==> src/rtl/assert_macros.svh <==
// assertion helpers for the rtl
`ifndef ASSERT_MACROS_SVH
`define ASSERT_MACROS_SVH

// property that must hold at every clock edge outside reset
`define ASSERT_CLK(label, clk, rst, prop, msg) \
   label: assert property (@(posedge clk) disable iff (rst) (prop)) else $error(msg);

// property checked also during reset
`define ASSERT_ALWAYS(label, clk, prop, msg) \
   label: assert property (@(posedge clk) (prop)) else $error(msg);

`endif

==> src/rtl/prqs_pkg.sv <==
`default_nettype none
package prqs_pkg;
   localparam int unsigned LEVELS     = 32;
   localparam int unsigned POOL_NODES = 32;
   localparam int unsigned NODE_W     = 5;
   localparam int unsigned LINK_W     = 6;   // one extra bit so null fits
   localparam int unsigned CNT_W      = 6;

   localparam logic [LINK_W-1:0] NIL = LINK_W'(POOL_NODES);
   localparam logic [7:0] TOP_PRIORITY = 8'd31;

   localparam logic [1:0] KIND_INSERT = 2'd0;
   localparam logic [1:0] KIND_REMOVE = 2'd1;
   localparam logic [1:0] KIND_PEEK   = 2'd2;

   localparam logic [2:0] ST_OK        = 3'd0;
   localparam logic [2:0] ST_BAD_PRIO  = 3'd1;
   localparam logic [2:0] ST_NO_NODE   = 3'd2;
   localparam logic [2:0] ST_NOT_FOUND = 3'd3;
   localparam logic [2:0] ST_NONE_RDY  = 3'd4;

   typedef struct packed {
      logic [NODE_W-1:0] task_id;
      logic [LINK_W-1:0] next;
      logic [LINK_W-1:0] prev;
   } node_type;

   // lowest clear bit of a map, or NIL when all set
   function automatic logic [LINK_W-1:0] first_free(input logic [POOL_NODES-1:0] map);
      logic [LINK_W-1:0] r;
      r = NIL;
      for (int i = POOL_NODES - 1; i >= 0; i--) begin
         if (!map[i]) r = LINK_W'(i);
      end
      return r;
   endfunction

   // highest set bit of a map
   function automatic logic [NODE_W-1:0] top_bit(input logic [LEVELS-1:0] map);
      logic [NODE_W-1:0] r;
      r = '0;
      for (int i = 0; i < LEVELS; i++) begin
         if (map[i]) r = NODE_W'(i);
      end
      return r;
   endfunction
endpackage
`default_nettype wire

==> src/rtl/prqs_node_ram.sv <==
`default_nettype none
module prqs_node_ram
   import prqs_pkg::*;
(
   input  wire logic              clock,
   input  wire logic              wr_en,
   input  wire logic [NODE_W-1:0] wr_addr,
   input  wire node_type          wr_data,
   input  wire logic [NODE_W-1:0] rd_addr,
   output node_type               rd_data
);
   node_type mem [POOL_NODES];

   always_ff @(posedge clock) begin
      if (wr_en) mem[wr_addr] <= wr_data;
      rd_data <= mem[rd_addr];
   end
endmodule
`default_nettype wire

==> src/rtl/priority_ready_queue_scheduler.sv <==
// Priority ready-queue scheduler. One request transfer carries kind, task id and
// priority; each request yields exactly one response transfer with status, chosen
// task and the ready/enqueue/dequeue counters. An insert reads and patches the old
// tail of its level. A rejected request, a remove on an empty level, a peek with
// nothing ready and an unknown kind go from decode straight to the response. A
// remove walks the list of its level from the head, up to the 32nd node; each node
// is first read from the node memory and then compared. A remove that finds its
// task then patches the previous and next nodes. The block takes one request at a
// time. Once the response is loaded it returns to idle and can take the next
// request on the following cycle, even while that response still waits for its
// transfer. A new response waits until the previous one has gone.
`default_nettype none
`include "assert_macros.svh"
module priority_ready_queue_scheduler
   import prqs_pkg::*;
(
   input  wire logic        clock,
   input  wire logic        reset,
   input  wire logic        req_tvalid,
   output logic             req_tready,
   // [1:0] kind, [6:2] task_id, [14:7] priority_req, [15] zero
   input  wire logic [15:0] req_tdata,
   output logic             rsp_tvalid,
   input  wire logic        rsp_tready,
   // [2:0] status, [7:3] chosen_task, [13:8] ready_total, [19:14] ready_peak,
   // [51:20] enqueue_total, [83:52] dequeue_total, [87:84] zero
   output logic [87:0]      rsp_tdata
);
   // sequencer states
   localparam logic [3:0] S_IDLE  = 4'd0;
   localparam logic [3:0] S_DEC   = 4'd1;
   localparam logic [3:0] S_WALK  = 4'd2;  // node read issued
   localparam logic [3:0] S_CHECK = 4'd3;  // node data present
   localparam logic [3:0] S_UNP   = 4'd4;  // patch prev node
   localparam logic [3:0] S_UNX   = 4'd5;  // read next node
   localparam logic [3:0] S_UNX2  = 4'd6;  // patch next node
   localparam logic [3:0] S_INST  = 4'd7;  // read old tail
   localparam logic [3:0] S_INST2 = 4'd8;  // patch old tail
   localparam logic [3:0] S_PEEK  = 4'd9;
   localparam logic [3:0] S_RESP  = 4'd10;

   logic [3:0] state_ff, state_in;
   logic [1:0] kind_ff, kind_in;
   logic [NODE_W-1:0] task_ff, task_in;
   logic [7:0] prio_ff, prio_in;
   logic [NODE_W-1:0] lvl;
   logic [LINK_W-1:0] cur_ff, cur_in;
   logic [5:0] steps_ff, steps_in;
   node_type hold_ff, hold_in;   // node being unlinked

   logic [POOL_NODES-1:0] free_ff, free_in;
   logic [LEVELS-1:0] nonempty_ff, nonempty_in;
   logic [LINK_W-1:0] head_ff [LEVELS];
   logic [LINK_W-1:0] tail_ff [LEVELS];
   logic [CNT_W-1:0] lcnt_ff [LEVELS];
   logic [LINK_W-1:0] head_wr, tail_wr;
   logic head_we, tail_we;
   logic lcnt_inc, lcnt_dec;
   logic [CNT_W-1:0] ready_ff, ready_in, peak_ff, peak_in;
   logic [31:0] enq_ff, enq_in, deq_ff, deq_in;
   logic [2:0] status_ff, status_in;
   logic [NODE_W-1:0] chosen_ff, chosen_in;
   logic rsp_valid_ff, rsp_valid_in;
   logic [87:0] rsp_data_ff, rsp_data_in;

   logic ram_we;
   logic [NODE_W-1:0] ram_waddr, ram_raddr;
   node_type ram_wdata, ram_rdata;

   prqs_node_ram u_ram (
      .clock  (clock),
      .wr_en  (ram_we),
      .wr_addr(ram_waddr),
      .wr_data(ram_wdata),
      .rd_addr(ram_raddr),
      .rd_data(ram_rdata)
   );

   assign lvl = prio_ff[NODE_W-1:0];
   assign req_tready = (state_ff == S_IDLE);
   assign rsp_tvalid = rsp_valid_ff;
   assign rsp_tdata  = rsp_data_ff;

   always_comb begin
      state_in = state_ff; kind_in = kind_ff; task_in = task_ff; prio_in = prio_ff;
      cur_in = cur_ff; steps_in = steps_ff; hold_in = hold_ff;
      free_in = free_ff; nonempty_in = nonempty_ff;
      head_we = 1'b0; tail_we = 1'b0; head_wr = NIL; tail_wr = NIL;
      lcnt_inc = 1'b0; lcnt_dec = 1'b0;
      ready_in = ready_ff; peak_in = peak_ff; enq_in = enq_ff; deq_in = deq_ff;
      status_in = status_ff; chosen_in = chosen_ff;
      rsp_valid_in = rsp_valid_ff; rsp_data_in = rsp_data_ff;
      ram_we = 1'b0; ram_waddr = cur_ff[NODE_W-1:0]; ram_wdata = hold_ff;
      ram_raddr = cur_ff[NODE_W-1:0];
      if (rsp_valid_ff && rsp_tready) rsp_valid_in = 1'b0;
      case (state_ff)
         S_IDLE: begin
            if (req_tvalid) begin
               kind_in = req_tdata[1:0];
               task_in = req_tdata[6:2];
               prio_in = req_tdata[14:7];
               status_in = ST_OK;
               chosen_in = '0;
               state_in = S_DEC;
            end
         end
         S_DEC: begin
            steps_in = '0;
            state_in = S_RESP;
            case (kind_ff)
               KIND_INSERT: begin
                  if (prio_ff > TOP_PRIORITY) status_in = ST_BAD_PRIO;
                  else if (first_free(free_ff) == NIL) status_in = ST_NO_NODE;
                  else begin
                     cur_in = first_free(free_ff);
                     state_in = S_INST;
                  end
               end
               KIND_REMOVE: begin
                  if (prio_ff > TOP_PRIORITY) status_in = ST_BAD_PRIO;
                  else if (head_ff[lvl] == NIL) status_in = ST_NOT_FOUND;
                  else begin
                     cur_in = head_ff[lvl];
                     state_in = S_WALK;
                  end
               end
               KIND_PEEK: begin
                  if (nonempty_ff == '0) status_in = ST_NONE_RDY;
                  else begin
                     cur_in = head_ff[top_bit(nonempty_ff)];
                     state_in = S_WALK;
                  end
               end
               default: ;
            endcase
         end
         S_WALK: state_in = (kind_ff == KIND_PEEK) ? S_PEEK : S_CHECK;
         S_PEEK: begin
            chosen_in = ram_rdata.task_id;
            state_in = S_RESP;
         end
         S_CHECK: begin
            if (ram_rdata.task_id == task_ff) begin
               hold_in = ram_rdata;
               ram_raddr = ram_rdata.prev[NODE_W-1:0];
               state_in = S_UNP;
            end else if (ram_rdata.next == NIL || steps_ff == 6'(POOL_NODES - 1)) begin
               status_in = ST_NOT_FOUND;
               state_in = S_RESP;
            end else begin
               cur_in = ram_rdata.next;
               steps_in = steps_ff + 6'd1;
               state_in = S_WALK;
            end
         end
         S_UNP: begin
            // ram_rdata is prev node when one exists
            if (hold_ff.prev != NIL) begin
               ram_we = 1'b1;
               ram_waddr = hold_ff.prev[NODE_W-1:0];
               ram_wdata = ram_rdata;
               ram_wdata.next = hold_ff.next;
            end else begin
               head_we = 1'b1; head_wr = hold_ff.next;
            end
            ram_raddr = hold_ff.next[NODE_W-1:0];
            state_in = S_UNX;
         end
         S_UNX: begin
            ram_raddr = hold_ff.next[NODE_W-1:0];
            state_in = S_UNX2;
         end
         S_UNX2: begin
            if (hold_ff.next != NIL) begin
               ram_we = 1'b1;
               ram_waddr = hold_ff.next[NODE_W-1:0];
               ram_wdata = ram_rdata;
               ram_wdata.prev = hold_ff.prev;
            end else begin
               tail_we = 1'b1; tail_wr = hold_ff.prev;
            end
            free_in[cur_ff[NODE_W-1:0]] = 1'b0;
            lcnt_dec = 1'b1;
            if (lcnt_ff[lvl] <= CNT_W'(1)) nonempty_in[lvl] = 1'b0;
            if (ready_ff != '0) ready_in = ready_ff - CNT_W'(1);
            deq_in = deq_ff + 32'd1;
            state_in = S_RESP;
         end
         S_INST: begin
            ram_raddr = tail_ff[lvl][NODE_W-1:0];
            ram_we = 1'b1;
            ram_wdata.task_id = task_ff;
            ram_wdata.next = NIL;
            ram_wdata.prev = tail_ff[lvl];
            free_in[cur_ff[NODE_W-1:0]] = 1'b1;
            state_in = S_INST2;
         end
         S_INST2: begin
            if (tail_ff[lvl] != NIL) begin
               ram_we = 1'b1;
               ram_waddr = tail_ff[lvl][NODE_W-1:0];
               ram_wdata = ram_rdata;
               ram_wdata.next = cur_ff;
            end else begin
               head_we = 1'b1; head_wr = cur_ff;
            end
            tail_we = 1'b1; tail_wr = cur_ff;
            lcnt_inc = 1'b1;
            nonempty_in[lvl] = 1'b1;
            ready_in = ready_ff + CNT_W'(1);
            if (ready_in > peak_ff) peak_in = ready_in;
            enq_in = enq_ff + 32'd1;
            state_in = S_RESP;
         end
         S_RESP: begin
            if (!rsp_valid_ff || rsp_tready) begin
               rsp_valid_in = 1'b1;
               rsp_data_in = {4'd0, deq_ff, enq_ff, peak_ff, ready_ff, chosen_ff, status_ff};
               state_in = S_IDLE;
            end
         end
         default: state_in = S_IDLE;
      endcase
   end

   always_ff @(posedge clock) begin
      if (reset) begin
         state_ff <= S_IDLE;
         free_ff <= '0;
         nonempty_ff <= '0;
         ready_ff <= '0; peak_ff <= '0; enq_ff <= '0; deq_ff <= '0;
         rsp_valid_ff <= 1'b0;
         for (int i = 0; i < LEVELS; i++) begin
            head_ff[i] <= NIL; tail_ff[i] <= NIL; lcnt_ff[i] <= '0;
         end
      end else begin
         state_ff <= state_in;
         free_ff <= free_in;
         nonempty_ff <= nonempty_in;
         ready_ff <= ready_in; peak_ff <= peak_in; enq_ff <= enq_in; deq_ff <= deq_in;
         rsp_valid_ff <= rsp_valid_in;
         if (head_we) head_ff[lvl] <= head_wr;
         if (tail_we) tail_ff[lvl] <= tail_wr;
         if (lcnt_inc) lcnt_ff[lvl] <= lcnt_ff[lvl] + CNT_W'(1);
         else if (lcnt_dec && lcnt_ff[lvl] != '0) lcnt_ff[lvl] <= lcnt_ff[lvl] - CNT_W'(1);
      end
   end

   always_ff @(posedge clock) begin
      kind_ff <= kind_in; task_ff <= task_in; prio_ff <= prio_in;
      cur_ff <= cur_in; steps_ff <= steps_in; hold_ff <= hold_in;
      status_ff <= status_in; chosen_ff <= chosen_in;
      rsp_data_ff <= rsp_data_in;
   end

   // ready count never exceeds its peak
   `ASSERT_CLK(a_peak, clock, reset, ready_ff <= peak_ff, "ready count above peak")
   // a new response never overwrites one still waiting
   `ASSERT_CLK(a_no_drop, clock, reset, (rsp_valid_ff && !rsp_tready) |=> rsp_valid_ff && $stable(rsp_data_ff), "response lost")
   // a request is only taken when idle
   `ASSERT_CLK(a_take_idle, clock, reset, (req_tvalid && req_tready) |=> state_ff == S_DEC, "request taken outside idle")
endmodule
`default_nettype wire

==> config.mk <==
export PLATFORM = sky130hd
export DESIGN_NAME = priority_ready_queue_scheduler
export DESIGN_NICKNAME = d
export VERILOG_FILES = /design/src/rtl/prqs_pkg.sv /design/src/rtl/prqs_node_ram.sv /design/src/rtl/priority_ready_queue_scheduler.sv
export VERILOG_INCLUDE_DIRS = /design/src /design/src/rtl
export SDC_FILE = /design/constraint.sdc
export NUM_CORES = 2
export LEC_CHECK = 0
export BUFFER_PORTS_ARGS = -buffer_cell sky130_fd_sc_hd__buf_2
export CAP_MARGIN = 30
export CORE_ASPECT_RATIO = 1.5
export CORE_UTILIZATION = 41
export CTS_CLUSTER_SIZE = 28
export DETAILED_ROUTE_END_ITERATION = 7
export PLACE_DENSITY_LB_ADDON = 0.25
export SETUP_SLACK_MARGIN = 0.5
export SKIP_CTS_REPAIR_TIMING = 1
export SYNTH_ARGS = -nofsm -noshare
export SYNTH_HDL_FRONTEND = slang
export SYNTH_SLANG_ARGS = --single-unit
==> constraint.sdc <==
create_clock -name clock -period 5.1 [get_ports clock]
set_clock_uncertainty 0.1 [all_clocks]
set_input_delay 0.765 -clock clock [delete_from_list [all_inputs] [get_ports clock]]
set_output_delay 0.765 -clock clock [all_outputs]
set_load 0.1 [all_outputs]
==> summary by stage <==
Drt
The residual antenna-violating net count after detailed routing is 0. The routed wirelength normalized by instance count is 25.4 um. The number of remaining DRC errors is 3. The total via count after detailed routing is 38600. The first detailed-routing pass took 8 iterations.

Dividing the detail-routed via count by the number of cells gives 5.72. The starting DRC count in detailed routing is 3491. The detailed-route wire length is 172 mm.

Global routing
The maximum number of pins on one net before global-route repair is 115. The number of global-route vias before repair is 38700. For this run the aggregate overflow at the end of global routing stands at 0. The number of antenna violations at the first check in global routing is 6. Across every metal layer, demand over resource in global routing totals 22.3%. The wire length of the first global-routing pass is 252 mm.

Clock network
The H-tree generated during clock tree synthesis spans 4 levels. Clock tree synthesis inserted a total of 139 buffers. Clock latency on the worst-skew pair, taken at its later pin, is 0.80 ns.

The maximum number of buffers from clock root to sink is 3. The number of sinks on the clock net is 1423. Clock tree synthesis selected as its root buffer the cell sky130_fd_sc_hd__clkbuf_16. TritonCTS built the clock tree. The clock input transition at the sequential cells of the worst setup and hold paths is 0.06 ns.

Setup path
The data arrival time at the worst-slack endpoint is 4.95 ns. Traced cell by cell, the critical path runs through clkbuf_4, buf_4, buf_4, mux4_2, mux4_2, and2_1, o21ai_0, o2111ai_1, a21oi_1, o21ai_0, or2_2, nor2_2, buf_12. In this run the critical register-to-register path is captured at u_ram.mem[4][0]. The combined buffer and inverter count along the critical path is 4. The largest stage delay on the critical path is 0.51 ns.

The worst setup path is launched from a flip-flop. The maximum fanout along the worst path is 17. The depth of the most critical reg-to-reg path is 13. The register-to-register setup slack is 0.53 ns.

The required time at the worst-slack endpoint is 5.48 ns. The cell family contributing the most delay on the critical path is compound AO/OA/AOI/OAI gates. The critical path is of the reg2reg type. The kind of end point of the critical path is a flip-flop.

On the critical path, the stage with the largest delay is an instance of sky130_fd_sc_hd__mux4_2.

Timing
The final max-slew violation count is 0. The worst setup slack after layout is 0.534 ns. The slew at the pin closest to its max-slew limit is 1.26 ns.

The timing-limited maximum frequency is 219 MHz. Hold is met by 0.0553 ns. Setup violations remaining at the end of the flow were counted as 0. The number of hold violations in the final report is 0. Setup repair after global routing could not meet its margin everywhere.

Headroom to the max-slew limit came out at 16.3%. Adding up every negative setup slack in the final design gives 0 ns. The minimum period implied by the final worst setup slack is 4.57 ns. The final worst-path cycle share is 89.5%.

Logic synthesis
The most used flip-flop cell after synthesis is sky130_fd_sc_hd__edfxtp_1. For this run, asynchronously set or reset flops after synthesis account for 0%. Yosys attributes the largest share of cell area to sky130_fd_sc_hd__edfxtp_1, sky130_fd_sc_hd__mux4_2, sky130_fd_sc_hd__dfxtp_1. Counting flops and latches in the post-synthesis netlist gives 1423.

In this run the mean area of a mapped cell was 13.8 um2. Summing every instance area after synthesis gives 0.0618 mm2. The largest total area in the synthesized netlist belongs to sky130_fd_sc_hd__edfxtp_1. By instance count, the leading cell after synthesis is sky130_fd_sc_hd__edfxtp_1.

During synthesis, Yosys emitted a total of 0 warnings. Counting flops with a built-in enable in the synthesized netlist gives 1256. The share of the synthesized area in the top cell type is 61.0%. The cell count after synthesis is 4479.

By count the netlist is led by sky130_fd_sc_hd__edfxtp_1, sky130_fd_sc_hd__nor2_1, sky130_fd_sc_hd__nand2_1, sky130_fd_sc_hd__mux4_2, sky130_fd_sc_hd__clkbuf_1. The number of distinct library cells after synthesis is 81. The post-synthesis sequential area ratio is 66.4%.

Power and ir drop
The power density over the cells is 488 mW/mm2. Net switching is 33.8% of the power. The clock network power share is 28.9%. The internal portion of the total power is 22.9 mW. The worst-case IR drop observed on VDD is 0.000496 V. In this run the static leakage power is 23.4 nW.

The switching power total is 11.7 mW. The sequential cell fraction of total power is 40.6%. Combinational cells account for 30.5% of the total power.

Min path
The min-delay analysis places its worst path in the category in2reg. The startpoint of the worst hold path is req_tdata[12]. The path with the worst hold slack has its endpoint at prio_ff[5]. The worst hold path depth is 1.

Die
The floorplan die area is 0.152 mm2. The die extent in x is 319 um. The I/O pin count is 110.

From bottom edge to top edge, the die measures 478 um. The initial utilization of the core area, before any placement, comes to 41.3%. The number of rows created at floorplan is 174. The core area is 0.150 mm2.

Cells and area
After routing the design area is 0.0710 mm2. For this run, the number of standard cells in the final layout without fillers is 6754. The area growth from synthesis to layout is 14.8%. The filler cell count is 13000. The layout cell share with drive strength beyond 1 is 20.0%. The final layout contains 4745 nets.

Run status
The run finished, with violations left. The final reports fail on design-rule violations.

Placed design
The count of port buffers added during placement is 104. Including well taps, the total number of placed cells is 6489. The post-place setup slack is 0.371 ns. Summing all placed instances gives a cell area of 0.0664 mm2.

After legalization and detailed placement, the total HPWL measured 118 mm. Routability-driven placement finished with a final weighted congestion of 0.929.

Flow run
Across the run, the number of max-cap violations was 0.
==> flip-flops by register name (all words and copies together) (netlist names), 8 cells and up, named ones only <==
| signal | flops |
|---|---|
| rsp_tdata | 84 |
| hold_ff | 17 |
| u_ram.rd_data | 17 |
| deq_ff | 32 |
| tail_ff | 192 |
| head_ff | 192 |
| u_ram.mem | 544 |
| prio_ff | 8 |
| lcnt_ff | 192 |
| enq_ff | 32 |
==> cells by family after synthesis <==
family                   after synthesis  synth area share (%)
AO/OA/AOI/OAI                        483                  5.10
XOR/XNOR                              76                  1.09
adder cells (fa/ha/maj)               20                 0.405
buffers and inverters                338                  2.29
flip-flops                          1423                  66.4
multiplexers                         456                  12.6
other                                  1               0.00606
AND/OR/NAND/NOR                     1682                  12.1
==> per-stage QoR <==
| stage | power (mW) | utilization (%) |
|---|---|---|
| 6_report | 34.7 | 47.4 |
| 5_1_grt | 35.8 | 47.4 |
| 4_1_cts | 34.7 | 47.3 |
| 3_5_place_dp | 24.7 | 44.3 |
| 3_3_place_gp | 24.6 | 44.3 |
| 2_1_floorplan | 20.6 | - |
==> power groups by stage <==
stage / logic, mW / clock network [mW] / registers, mW
after floorplan: 6.21 / 0 / 14.3
after global placement: 10.3 / 0 / 14.3
after detailed placement: 10.4 / 0 / 14.3
after CTS: 10.4 / 10.2 / 14.1
after global routing: 11.1 / 10.6 / 14.1
final: 10.6 / 10.0 / 14.1
==> cell type report <==
cell class | instances | area [um2] | share of cell area (%)
multi-input combinational | 2722 | 19700 | 27.7
clock inverter | 71 | 609 | 0.858
inverter | 48 | 180 | 0.254
timing repair buffer | 371 | 3290 | 4.63
clock buffer | 180 | 3740 | 5.28
sequential | 1423 | 41100 | 57.9
antenna | 3 | 7.51 | 0.0106
tap | 1936 | 2420 | 3.41
==> worst max-delay path by stage <==
| stage | endpoint | slack, ns | cells past startpoint |
|---|---|---|---|
| 3_3_place_gp | u_ram.mem[19][5] | 0.37 | 12 |
| 5_1_grt | lcnt_ff[9][1] | 0.46 | 12 |
| 4_1_cts | u_ram.mem[19][4] | 0.33 | 12 |
| 6_report | u_ram.mem[4][0] | 0.53 | 13 |
| 3_5_place_dp | u_ram.mem[19][5] | 0.37 | 12 |
| 2_1_floorplan | u_ram.mem[17][0] | 0.32 | 13 |
==> per-layer routing <==
| layer | track usage [%] | routed length, um | up-vias |
|---|---|---|---|
| li1 | - | - | 17300 |
| met1 | 25.5 | 63200 | 19600 |
| met2 | 40.2 | 90300 | 1365 |
| met3 | 3.29 | 9030 | 369 |
| met4 | 11.7 | 8950 | 4 |
| met5 | 0 | 34 | - |
==> placed cells by master, fill, tap and decap left out, drive strengths merged, types with 20 or more instances in the layout <==
cell type  instances
inv               56
and2              22
a21oi            124
clkbuf           183
nor3              91
mux2i            185
mux4             255
or2               46
nand2            418
dfxtp            167
a22oi            114
buf              368
o21ai            109
nor2             707
or3               29
edfxtp          1256
ha                20
nand3            137
nand2b            81
clkinv            52
and3              45
nand4             38
xnor2             30
xor2              46
No activity file was read; power rests on OpenSTA's default activity.
